### config.mk
export PLATFORM = sky130hd
export DESIGN_NAME = tcp_payload_locator_core
export DESIGN_NICKNAME = d
export VERILOG_FILES = /design/src/design/tpl_pkg.sv /design/src/design/tpl_frame.sv /design/src/design/tcp_payload_locator_core.sv
export SDC_FILE = /design/constraint.sdc
export NUM_CORES = 1
export LEC_CHECK = 0
export BUFFER_PORTS_ARGS = -buffer_cell sky130_fd_sc_hd__buf_2
export CAP_MARGIN = 10
export CORE_MARGIN = 5
export CORE_UTILIZATION = 56
export CTS_BUF_LIST = sky130_fd_sc_hd__clkbuf_8
export DETAILED_ROUTE_END_ITERATION = 6
export PLACE_DENSITY = 0.85
export SYNTH_ARGS = -nofsm -noshare
export SYNTH_HDL_FRONTEND = slang
export SYNTH_SLANG_ARGS = --single-unit
export TNS_END_PERCENT = 20
### constraint.sdc
create_clock -name clk -period 7.2 [get_ports clk]
set_input_delay 1.44 -clock clk [delete_from_list [all_inputs] [get_ports clk]]
set_output_delay 1.44 -clock clk [all_outputs]
set_load 0.05 [all_outputs]
### src/design/tpl_pkg.sv
// Shared types and constants for the TCP payload locator.
// Used by tpl_frame and tcp_payload_locator_core; no dependencies.
`timescale 1ns / 1ps

package tpl_pkg;

  localparam int MAX_FRAME_LEN = 16383;
  localparam int POS_W         = $clog2(MAX_FRAME_LEN + 1);
  // working width for offsets and length compares (at least a byte)
  localparam int CALC_W        = (POS_W > 8) ? POS_W : 8;
  localparam int START_W       = 8;
  localparam int PLEN_W        = 14;

  localparam logic [15:0] TYPE_VLAN    = 16'h8100;
  localparam logic [15:0] TYPE_IPV4    = 16'h0800;
  localparam logic [7:0]  PROTO_TCP    = 8'd6;
  localparam logic [3:0]  IP_VERSION_4 = 4'd4;
  localparam logic [15:0] FRAG_MASK    = 16'h1fff;

  localparam int ETH_TYPE_HI  = 12;
  localparam int ETH_TYPE_LO  = 13;
  localparam int VLAN_TYPE_HI = 16;
  localparam int VLAN_TYPE_LO = 17;
  localparam int ETH_HDR_LEN  = 14;
  localparam int VLAN_HDR_LEN = 18;
  localparam int MIN_HDR_LEN  = 20;

  typedef enum logic [3:0] {
    RSN_OK,
    RSN_SHORT_ETH,
    RSN_SHORT_VLAN,
    RSN_NOT_IPV4,
    RSN_SHORT_IP,
    RSN_NOT_V4_TCP,
    RSN_FRAGMENT,
    RSN_BAD_IHL,
    RSN_SHORT_TCP,
    RSN_BAD_DOFF,
    RSN_SHORT_TCP_HDR,
    RSN_TOO_LONG
  } tpl_reason_t;

  // one frame byte leaving the input register
  typedef struct packed {
    logic       go;
    logic       eof;
    logic [7:0] data;
  } tpl_beat_t;

  typedef struct packed {
    logic               accepted;
    tpl_reason_t        reason;
    logic [START_W-1:0] payload_start;
    logic [PLEN_W-1:0]  payload_length;
    logic [15:0]        ether_kind;
    logic [31:0]        src_addr;
    logic [31:0]        dst_addr;
    logic [15:0]        src_port;
    logic [15:0]        dst_port;
  } tpl_result_t;

endpackage

### src/design/tpl_frame.sv
// Per-frame header capture and end-of-frame verdict.
// Depends on tpl_pkg.
`timescale 1ns / 1ps

module tpl_frame import tpl_pkg::*; (
  input  logic        clk,
  input  logic        rst_n,
  input  tpl_beat_t   beat,
  output tpl_result_t result
);

  logic [POS_W-1:0] pos_r, pos_nxt;
  logic             too_long_r, too_long_nxt;
  logic [15:0]      outer_r, outer_nxt;
  logic [15:0]      inner_r, inner_nxt;
  logic [7:0]       vihl_r, vihl_nxt;
  logic [7:0]       proto_r, proto_nxt;
  logic [15:0]      frag_r, frag_nxt;
  logic [31:0]      src_a_r, src_a_nxt;
  logic [31:0]      dst_a_r, dst_a_nxt;
  logic [15:0]      src_p_r, src_p_nxt;
  logic [15:0]      dst_p_r, dst_p_nxt;
  logic [3:0]       doff_r, doff_nxt;

  logic [CALC_W-1:0] p, ip_ofs, tcp_ofs, r, q;
  logic [4:0]        r5;
  logic [3:0]        q4;

  // capture of the current byte
  always_comb begin
    pos_nxt      = pos_r;
    too_long_nxt = too_long_r;
    outer_nxt    = outer_r;
    inner_nxt    = inner_r;
    vihl_nxt     = vihl_r;
    proto_nxt    = proto_r;
    frag_nxt     = frag_r;
    src_a_nxt    = src_a_r;
    dst_a_nxt    = dst_a_r;
    src_p_nxt    = src_p_r;
    dst_p_nxt    = dst_p_r;
    doff_nxt     = doff_r;

    p       = CALC_W'(pos_r);
    ip_ofs  = (outer_r == TYPE_VLAN) ? CALC_W'(VLAN_HDR_LEN) : CALC_W'(ETH_HDR_LEN);
    tcp_ofs = ip_ofs + CALC_W'({vihl_r[3:0], 2'b00});
    r       = p - ip_ofs;
    q       = p - tcp_ofs;
    r5      = r[4:0];
    q4      = q[3:0];

    if (pos_r >= POS_W'(MAX_FRAME_LEN)) begin
      too_long_nxt = 1'b1;
    end else begin
      pos_nxt = pos_r + 1'b1;
      if (p == CALC_W'(ETH_TYPE_HI))  outer_nxt[15:8] = beat.data;
      if (p == CALC_W'(ETH_TYPE_LO))  outer_nxt[7:0]  = beat.data;
      if (p == CALC_W'(VLAN_TYPE_HI)) inner_nxt[15:8] = beat.data;
      if (p == CALC_W'(VLAN_TYPE_LO)) inner_nxt[7:0]  = beat.data;

      // IPv4 header fields
      if (p >= ip_ofs && r < CALC_W'(MIN_HDR_LEN)) begin
        case (r5)
          5'd0:    vihl_nxt          = beat.data;
          5'd6:    frag_nxt[15:8]    = beat.data;
          5'd7:    frag_nxt[7:0]     = beat.data;
          5'd9:    proto_nxt         = beat.data;
          5'd12:   src_a_nxt[31:24]  = beat.data;
          5'd13:   src_a_nxt[23:16]  = beat.data;
          5'd14:   src_a_nxt[15:8]   = beat.data;
          5'd15:   src_a_nxt[7:0]    = beat.data;
          5'd16:   dst_a_nxt[31:24]  = beat.data;
          5'd17:   dst_a_nxt[23:16]  = beat.data;
          5'd18:   dst_a_nxt[15:8]   = beat.data;
          5'd19:   dst_a_nxt[7:0]    = beat.data;
          default: ;
        endcase
      end

      // TCP fields; may overlap the IP header when IHL is tiny
      if (p > ip_ofs && p >= tcp_ofs && q < CALC_W'(13)) begin
        case (q4)
          4'd0:    src_p_nxt[15:8] = beat.data;
          4'd1:    src_p_nxt[7:0]  = beat.data;
          4'd2:    dst_p_nxt[15:8] = beat.data;
          4'd3:    dst_p_nxt[7:0]  = beat.data;
          4'd12:   doff_nxt        = beat.data[7:4];
          default: ;
        endcase
      end
    end
  end

  logic              vlan;
  logic [15:0]       eth;
  logic [CALC_W-1:0] len, ofs, ihl4, doff4, tcp_at, pl_at;
  tpl_reason_t       reason;

  // checks in priority order, on the state including this byte
  always_comb begin
    vlan   = (outer_nxt == TYPE_VLAN);
    eth    = vlan ? inner_nxt : outer_nxt;
    len    = CALC_W'(pos_nxt);
    ofs    = vlan ? CALC_W'(VLAN_HDR_LEN) : CALC_W'(ETH_HDR_LEN);
    ihl4   = CALC_W'({vihl_nxt[3:0], 2'b00});
    doff4  = CALC_W'({doff_nxt, 2'b00});
    tcp_at = ofs + ihl4;
    pl_at  = tcp_at + doff4;

    if (too_long_nxt)                                   reason = RSN_TOO_LONG;
    else if (len < CALC_W'(ETH_HDR_LEN))                reason = RSN_SHORT_ETH;
    else if (vlan && len < CALC_W'(VLAN_HDR_LEN))       reason = RSN_SHORT_VLAN;
    else if (eth != TYPE_IPV4)                          reason = RSN_NOT_IPV4;
    else if (len < ofs + CALC_W'(MIN_HDR_LEN))          reason = RSN_SHORT_IP;
    else if (vihl_nxt[7:4] != IP_VERSION_4 || proto_nxt != PROTO_TCP)
                                                        reason = RSN_NOT_V4_TCP;
    else if ((frag_nxt & FRAG_MASK) != 16'h0000)        reason = RSN_FRAGMENT;
    else if (ihl4 < CALC_W'(MIN_HDR_LEN))               reason = RSN_BAD_IHL;
    else if (len < tcp_at + CALC_W'(MIN_HDR_LEN))       reason = RSN_SHORT_TCP;
    else if (doff4 < CALC_W'(MIN_HDR_LEN))              reason = RSN_BAD_DOFF;
    else if (len < pl_at)                               reason = RSN_SHORT_TCP_HDR;
    else                                                reason = RSN_OK;

    result        = '0;
    result.reason = reason;
    if (reason == RSN_OK) begin
      result.accepted       = 1'b1;
      result.payload_start  = START_W'(pl_at);
      result.payload_length = PLEN_W'(len - pl_at);
      result.ether_kind     = eth;
      result.src_addr       = src_a_nxt;
      result.dst_addr       = dst_a_nxt;
      result.src_port       = src_p_nxt;
      result.dst_port       = dst_p_nxt;
    end
  end

  // frame state is wiped after each end beat
  always_ff @(posedge clk) begin
    if (!rst_n || (beat.go && beat.eof)) begin
      pos_r      <= '0;
      too_long_r <= 1'b0;
      outer_r    <= '0;
      inner_r    <= '0;
      vihl_r     <= '0;
      proto_r    <= '0;
      frag_r     <= '0;
      src_a_r    <= '0;
      dst_a_r    <= '0;
      src_p_r    <= '0;
      dst_p_r    <= '0;
      doff_r     <= '0;
    end else if (beat.go) begin
      pos_r      <= pos_nxt;
      too_long_r <= too_long_nxt;
      outer_r    <= outer_nxt;
      inner_r    <= inner_nxt;
      vihl_r     <= vihl_nxt;
      proto_r    <= proto_nxt;
      frag_r     <= frag_nxt;
      src_a_r    <= src_a_nxt;
      dst_a_r    <= dst_a_nxt;
      src_p_r    <= src_p_nxt;
      dst_p_r    <= dst_p_nxt;
      doff_r     <= doff_nxt;
    end
  end

endmodule

### src/design/tcp_payload_locator_core.sv
// TCP payload locator: top level with input and result registers.
// Depends on tpl_pkg and tpl_frame.
`timescale 1ns / 1ps
//
// Usage:
// - Input channel (in_*): one frame byte per beat in wire order, with
//   in_end_of_frame high on the last captured byte. A new beat may be
//   given every cycle while in_stall is low.
// - Result channel (out_*): exactly one beat per frame, carrying the
//   verdict (accepted or a reject reason), payload offset and length,
//   ethertype, IPv4 addresses and TCP ports. Rejected frames carry zeros.
// - Result: registered, appearing in the cycle after the end beat is taken.
// - Throughput: one byte per cycle while in_stall is low; the header capture
//   and all checks sit between the input register and the result register.
// - Stall: while a result waits under out_stall, non-final bytes still
//   flow; only a second end beat is held back, raising in_stall.
// - Reset: synchronous, active low; clears the valid flags of both registers
//   and the frame state, so the next byte is byte zero of a new frame.
// - Frames longer than MAX_FRAME_LEN bytes are counted up to that limit,
//   the surplus ignored, and reported as too long.

module tcp_payload_locator_core import tpl_pkg::*; (
  input  logic               clk,
  input  logic               rst_n,
  input  logic               in_valid,
  output logic               in_stall,
  input  logic [7:0]         in_data_byte,
  input  logic               in_end_of_frame,
  output logic               out_valid,
  input  logic               out_stall,
  output logic               out_accepted,
  output logic [3:0]         out_reject_reason,
  output logic [START_W-1:0] out_payload_start,
  output logic [PLEN_W-1:0]  out_payload_length,
  output logic [15:0]        out_ether_kind,
  output logic [31:0]        out_source_address,
  output logic [31:0]        out_dest_address,
  output logic [15:0]        out_source_port,
  output logic [15:0]        out_dest_port
);

  logic        beat_vld_r;
  logic        beat_eof_r;
  logic [7:0]  beat_byte_r;
  logic        out_valid_r;
  tpl_result_t res_r;
  tpl_result_t result;
  tpl_beat_t   beat;
  logic        out_free;
  logic        hold;

  assign out_free  = !out_valid_r || !out_stall;
  // an end beat cannot move while the result register is occupied and stalled
  assign hold      = beat_vld_r && beat_eof_r && !out_free;
  assign in_stall  = hold;

  assign beat.go   = beat_vld_r && !hold;
  assign beat.eof  = beat_eof_r;
  assign beat.data = beat_byte_r;

  tpl_frame u_frame (
    .clk    (clk),
    .rst_n  (rst_n),
    .beat   (beat),
    .result (result)
  );

  always_ff @(posedge clk) begin
    if (!rst_n) begin
      beat_vld_r  <= 1'b0;
      out_valid_r <= 1'b0;
    end else begin
      if (!hold) beat_vld_r <= in_valid;
      if (beat.go && beat_eof_r) out_valid_r <= 1'b1;
      else if (!out_stall)       out_valid_r <= 1'b0;
    end
  end

  always_ff @(posedge clk) begin
    if (in_valid && !hold) begin
      beat_byte_r <= in_data_byte;
      beat_eof_r  <= in_end_of_frame;
    end
    if (beat.go && beat_eof_r) res_r <= result;
  end

  assign out_valid          = out_valid_r;
  assign out_accepted       = res_r.accepted;
  assign out_reject_reason  = res_r.reason;
  assign out_payload_start  = res_r.payload_start;
  assign out_payload_length = res_r.payload_length;
  assign out_ether_kind     = res_r.ether_kind;
  assign out_source_address = res_r.src_addr;
  assign out_dest_address   = res_r.dst_addr;
  assign out_source_port    = res_r.src_port;
  assign out_dest_port      = res_r.dst_port;

  a_accept_matches_reason: assert property (@(posedge clk) disable iff (!rst_n)
    out_valid |-> (out_accepted == (out_reject_reason == RSN_OK)))
    else $error("accepted flag disagrees with reject reason");

  a_stall_only_on_end_beat: assert property (@(posedge clk) disable iff (!rst_n)
    in_stall |-> (beat_vld_r && beat_eof_r && out_valid_r))
    else $error("input stalled without a held end beat");

  a_min_payload_start: assert property (@(posedge clk) disable iff (!rst_n)
    (out_valid && out_accepted) |->
      (out_payload_start >= START_W'(ETH_HDR_LEN + 2 * MIN_HDR_LEN)))
    else $error("accepted frame with payload inside minimum headers");

  a_reject_zero_fields: assert property (@(posedge clk) disable iff (!rst_n)
    (out_valid && !out_accepted) |->
      (out_payload_length == '0 && out_source_port == '0 && out_dest_address == '0))
    else $error("rejected frame carries nonzero fields");

endmodule
==> results.sh, run 1 <==
export IMPL_vias_per_cell=5.97
export IMPL_drc=0
export IMPL_status="complete, no violations"
export IMPL_tritoncts="yes"
export IMPL_crit_fanout=24
export IMPL_final_common_cell="nor2_1"
export IMPL_nFillCells=2111
export IMPL_setup_viol=0
export IMPL_die_area_mm2=0.0320
export IMPL_vias=13135
export IMPL_boundaryPins=154
export IMPL_crit_slowest_cell="a2111o_2"
export IMPL_die_width_um=179
export IMPL_synthCells=1618
export IMPL_path_clk_slew_ns=0.06
export IMPL_core_area_mm2=0.0280
export IMPL_crit_required_ns=7.65
export IMPL_nets=1835
export IMPL_synth_cell_area_mm2=0.0160
export IMPL_clockBufferDepth=3
export IMPL_grt_overflow_total=0
export IMPL_whs_ns=0.451
export IMPL_min_path_type="reg2reg"
export IMPL_hpwl_mm=26.3
export IMPL_cts_buffers=51
export IMPL_maxCapViolCount=0
export IMPL_slew_violations=0
export IMPL_worst_slack_ns=0.235
export IMPL_arrival_ns=7.41
export IMPL_dr_pass1_iters=6
export IMPL_async_reset_ff_frac=0
export IMPL_syn_avg_cell_area_um2=9.88
export IMPL_relSlewSlack=0.198
export IMPL_diodes=0
export IMPL_grt_pass1_wl_mm=64.7
export IMPL_portBuffers=152
export IMPL_clock_latency_ns=0.60
export IMPL_power_density_mw_per_mm2=216
export IMPL_pre_cts_slack_ns=-0.142
export IMPL_yosysWarnings=0
export IMPL_synthDistinctLibCells=81
export IMPL_seq_area_frac_synth=0.499
export IMPL_drt_total_wl_mm=42.3
export IMPL_gp_congestion=0.977
export IMPL_end_kind="flip-flop"
export IMPL_grt_max_degree=92
export IMPL_track_usage=0.251
export IMPL_p_leak_nw=6.85
export IMPL_startpoint_type="flip-flop"
export IMPL_area_growth_pct=16.2
export IMPL_hold_viol=0
export IMPL_slowest_delay_ns=0.45
export IMPL_worst_pin_slew_ns=1.19
export IMPL_htree_levels=2
export IMPL_post_route_period_util=0.967
export IMPL_clock_fmax_mhz=144
export IMPL_final_cell_mix="nor2_1 (255), mux2i_1 (183), dfxtp_1 (178)"
export IMPL_ys_flop_type="dfxtp_1"
export IMPL_finalPower_mw=4.02
export IMPL_fin_tns_setup_ns=0
export IMPL_cts_sinks=325
export IMPL_start_util=0.571
export IMPL_grt_pass1_vias=12507
export IMPL_stdcell_area_mm2=0.0186
export IMPL_synth_edf_count=147
export IMPL_crit_type="reg2reg"
export IMPL_wire_per_inst_um=19.2
export IMPL_antenna_found_initial=0
export IMPL_cts_hold_buffers=0
export IMPL_synth_seq_cells=325
export IMPL_layout_min_cycle_time_ns=6.97
export IMPL_ir_drop_uv=158
export IMPL_ant_nets=0
export IMPL_cts_root_buf="clkbuf_8"
export IMPL_placed_area_mm2=0.0172
export IMPL_cpMostUsedCell="ha_1"
export IMPL_drive_gt1_frac=0.202
export IMPL_die_h_um=179
export IMPL_initialDrtViolationCount=1565
export IMPL_fp_row_count=61
export IMPL_skew_ns=0.0270
-- per-stage QoR --
stage,utilization,cells
floorplan,-,1633
global placement,0.614,2097
detailed placement,0.614,2097
CTS,0.655,2195
global route,0.663,2202
finish,0.663,2202
-- synthesized netlist by cell type (6+ instances only) --
| master | instances | area share |
|---|---|---|
| a211o_1 | 7 | 0.0038 |
| a211oi_1 | 13 | 0.0061 |
| a21o_1 | 14 | 0.0066 |
| a21oi_1 | 92 | 0.029 |
| a21oi_2 | 17 | 0.0093 |
| and2_1 | 7 | 0.0027 |
| and3_1 | 13 | 0.0051 |
| buf_2 | 6 | 0.0019 |
| buf_6 | 11 | 0.0077 |
| clkbuf_1 | 93 | 0.022 |
| dfxtp_1 | 178 | 0.22 |
| edfxtp_1 | 147 | 0.28 |
| ha_1 | 37 | 0.029 |
| inv_1 | 33 | 0.0077 |
| mux2_2 | 6 | 0.0042 |
| mux2i_1 | 186 | 0.12 |
| nand2_1 | 135 | 0.032 |
| nand2b_1 | 7 | 0.0027 |
| nand3_1 | 55 | 0.017 |
| nand4_1 | 17 | 0.0067 |
| nor2_1 | 256 | 0.060 |
| nor2b_1 | 6 | 0.0023 |
| nor3_1 | 29 | 0.0091 |
| nor4_1 | 16 | 0.0063 |
| o211ai_1 | 7 | 0.0033 |
| o21ai_0 | 67 | 0.021 |
| or2_2 | 8 | 0.0031 |
| or3_1 | 8 | 0.0031 |
| or4_1 | 6 | 0.0028 |
| xnor2_1 | 23 | 0.013 |
| xor2_1 | 17 | 0.0093 |
-- layout make-up --
| class | count | area [um^2] | share of cell area |
|---|---|---|---|
| clock buffer | 55 | 757 | 0.0407 |
| clock inverter | 41 | 357 | 0.0192 |
| inverter | 36 | 140 | 0.00754 |
| multi-input combinational | 1156 | 7580 | 0.408 |
| sequential | 325 | 7980 | 0.429 |
| tap | 378 | 473 | 0.0255 |
| timing repair buffer | 211 | 1290 | 0.0697 |
-- sequential cells by signal, summed over array words and instances (netlist names), 4 cells and up --
signal / cells
out_dest_address: 32
out_source_address: 32
u_frame.dst_a_r: 32
u_frame.src_a_r: 32
out_dest_port: 16
out_ether_kind: 16
out_source_port: 16
u_frame.dst_p_r: 16
u_frame.inner_r: 16
u_frame.outer_r: 16
u_frame.src_p_r: 16
out_payload_length: 14
u_frame.p: 14
u_frame.frag_r: 13
beat_byte_r: 8
u_frame.proto_r: 8
u_frame.vihl_r: 8
out_payload_start: 7
out_reject_reason: 4
u_frame.doff_r: 4
-- worst paths after layout --
path	start	endpoint	slack [ns]	cells after the start
worst max register to register	u_frame.outer_r[5]$_SDFFE_PP0P_	out_dest_address[5]$_SDFFCE_PP0P_	0.23	28
worst min-delay path	u_frame.outer_r[14]$_SDFFE_PP0P_	u_frame.outer_r[14]$_SDFFE_PP0P_	0.45	2
worst max-delay path	u_frame.outer_r[5]$_SDFFE_PP0P_	out_dest_address[5]$_SDFFCE_PP0P_	0.23	28
worst min register to register	u_frame.outer_r[14]$_SDFFE_PP0P_	u_frame.outer_r[14]$_SDFFE_PP0P_	0.45	2
-- report_power, final --
part	switching, mW	internal [mW]
combinational	0.268	0.0835
clock	0.756	0.935
sequential	0.0151	1.96
-- repair_timing --
item,in CTS,in global routing
gates resized for setup,3,30
cloned,0,2
endpoints found under the setup margin,100,121
pin swaps,1,10
buffers inserted,2,5
-- kinds of logic after synthesis --
| logic type | after synthesis | synth area share |
|---|---|---|
| AO/OA/AOI/OAI | 279 | 0.113 |
| multiplexers | 192 | 0.121 |
| adder cells (fa/ha/maj) | 41 | 0.0340 |
| other | 1 | 0.000235 |
| flip-flops | 325 | 0.499 |
| buffers and inverters | 152 | 0.0418 |
| XOR/XNOR | 41 | 0.0229 |
| AND/OR/NAND/NOR | 587 | 0.169 |
-- worst max-delay path, delay by kind of cell (launching register included) --
family	cells	cell delay (ns)
muxes	1	0.23
xor gates and xnor gates	1	0.16
buffers and inverters	4	0.63
and+or+nand+nor	10	2.31
AOI/OAI and AO/OA	8	1.82
adders and majority gates	4	1.34
DFF	1	0.32
-- routing by layer --
metal,vias to the layer above,GRT usage,routed length (um)
li1,6100,-,-
met4,0,0.0982,1260
met5,-,0,0
met3,105,0.0420,3730
met2,664,0.404,19900
met1,6266,0.341,17400
(Power assumes the default switching activity.)
==> run 2: changes to the inputs <==
CORE_UTILIZATION = 61   (was 56)
PLACE_DENSITY = 0.88   (was 0.85)
clock period = 8 ns   (was 7.2 ns; I/O delays follow)
==> run 2 against run 1 <==
Compared with the run above: setup slack improved by 0.17 ns; first-iteration DRC count decreased by 15%; core utilization increased by 3.0 points; sequential cell count unchanged; register-to-register slack improved by 0.17 ns; fmax decreased by 8.2%; non-clock buffer count decreased by 35; cell area decreased by 3.3%; combinational power decreased by 15%; highest routed layer unchanged.
==> results.sh, run 2 (same netlist as run 1, synthesis figures left out) <==
export IMPL_tritoncts="yes"
export IMPL_die_width_um=172
export IMPL_slowest_delay_ns=0.49
export IMPL_crit_slowest_cell="or3_1"
export IMPL_startpoint_type="flip-flop"
export IMPL_boundaryPins=154
export IMPL_min_path_type="reg2reg"
export IMPL_ir_drop_uv=131
export IMPL_antenna_found_initial=0
export IMPL_dr_pass1_iters=6
export IMPL_clockBufferDepth=3
export IMPL_skew_ns=0.0627
export IMPL_arrival_ns=8.03
export IMPL_grt_pass1_wl_mm=63.4
export IMPL_nets=1800
export IMPL_status="complete, no violations"
export IMPL_drive_gt1_frac=0.169
export IMPL_grt_setup_unrepaired="false"
export IMPL_final_common_cell="nor2_1"
export IMPL_vias_per_cell=6.07
export IMPL_nFillCells=1866
export IMPL_path_clk_slew_ns=0.06
export IMPL_maxCapViolCount=0
export IMPL_diodes=0
export IMPL_htree_levels=2
export IMPL_grt_max_degree=103
export IMPL_start_util=0.617
export IMPL_worst_pin_slew_ns=1.19
export IMPL_ant_nets=0
export IMPL_setup_viol=0
export IMPL_portBuffers=152
export IMPL_track_usage=0.264
export IMPL_gp_congestion=1.01
export IMPL_vias=12895
export IMPL_grt_pass1_vias=12186
export IMPL_crit_fanout=70
export IMPL_grt_overflow_total=0
export IMPL_relSlewSlack=0.202
export IMPL_drc=0
export IMPL_core_area_mm2=0.0259
export IMPL_post_route_period_util=0.949
export IMPL_layout_min_cycle_time_ns=7.59
export IMPL_cts_hold_buffers=0
export IMPL_stdcell_area_mm2=0.0180
export IMPL_placed_area_mm2=0.0169
export IMPL_hold_viol=0
export IMPL_clock_fmax_mhz=132
export IMPL_end_kind="flip-flop"
export IMPL_cts_sinks=325
export IMPL_power_density_mw_per_mm2=193
export IMPL_crit_required_ns=8.44
export IMPL_die_h_um=172
export IMPL_p_leak_nw=6.63
export IMPL_worst_slack_ns=0.410
export IMPL_cts_root_buf="clkbuf_8"
export IMPL_pre_cts_slack_ns=0.342
export IMPL_fp_row_count=59
export IMPL_area_growth_pct=12.4
export IMPL_clock_latency_ns=0.61
export IMPL_drt_total_wl_mm=40.5
export IMPL_slew_violations=0
export IMPL_crit_type="reg2reg"
export IMPL_cpMostUsedCell="ha_1"
export IMPL_final_cell_mix="nor2_1 (256), mux2i_1 (186), dfxtp_1 (178)"
export IMPL_wire_per_inst_um=19.1
export IMPL_hpwl_mm=26.2
export IMPL_initialDrtViolationCount=1336
export IMPL_die_area_mm2=0.0295
export IMPL_fin_tns_setup_ns=0
export IMPL_cts_buffers=51
## run 2: worst paths after layout
kind	from	end	cells after the start	slack, ns
setup / recovery	u_frame.outer_r[4]$_SDFFE_PP0P_	out_dest_address[8]$_SDFFCE_PP0P_	28	0.41
hold / removal	u_frame.src_p_r[11]$_SDFFE_PP0P_	u_frame.src_p_r[11]$_SDFFE_PP0P_	2	0.45
setup reg to reg	u_frame.outer_r[4]$_SDFFE_PP0P_	out_dest_address[8]$_SDFFCE_PP0P_	28	0.41
hold reg to reg	u_frame.src_p_r[11]$_SDFFE_PP0P_	u_frame.src_p_r[11]$_SDFFE_PP0P_	2	0.45
## run 2: per-stage QoR
| stage | instances | hold slack [ns] | util | power, mW |
|---|---|---|---|---|
| global route | 2123 | 0.470 | 0.694 | 3.58 |
| finish | 2123 | 0.451 | 0.694 | 3.47 |
| CTS | 2123 | 0.451 | 0.693 | 3.48 |
| global placement | 2028 | 0.436 | 0.653 | 2.10 |
| floorplan | 1633 | 0.428 | - | 2.03 |
| detailed placement | 2028 | 0.443 | 0.653 | 2.11 |
## run 2: layout make-up
type	instances	area (um^2)	area share
Clock buffer	58	798	0.0444
Clock inverter	37	224	0.0125
Inverter	36	140	0.00780
Multi-Input combinational cell	1156	7450	0.415
Sequential cell	325	7980	0.444
Tap cell	335	419	0.0233
Timing Repair Buffer	176	961	0.0535
## run 2: power by group
part           switching [mW]  total (mW)  leakage, nW  internal (mW)
logic                   0.232       0.297         3.39         0.0654
registers              0.0174        1.78         2.64           1.76
clock network           0.655        1.39        0.606          0.735
total                   0.904        3.47         6.63           2.56
## run 2: critical path, delay by kind of cell (launching register included)
kind	cells	cell delay, ns
AO/OA/AOI/OAI	10	2.70
AND/OR/NAND/NOR	9	1.89
adder cells (fa/ha/maj)	5	1.54
multiplexers	1	0.39
XOR/XNOR	2	0.37
flip-flops	1	0.31
buffers and inverters	1	0.22
## run 2: repair_timing
| action | 4_1_cts | 5_1_grt |
|---|---|---|
| hold endpoints to repair | 0 | 0 |
| endpoints found under the setup margin | 0 | 87 |
| resized for setup | 0 | 5 |
| setup buffers | 0 | 0 |
## run 2: per-layer routing
metal / GRT usage / up-vias / share of wire
met1: 0.363 / 6085 / 0.41
met5: 0 / - / 0
met3: 0.0503 / 112 / 0.094
met4: 0.0936 / 0 / 0.033
met2: 0.424 / 672 / 0.47
li1: - / 6026 / -
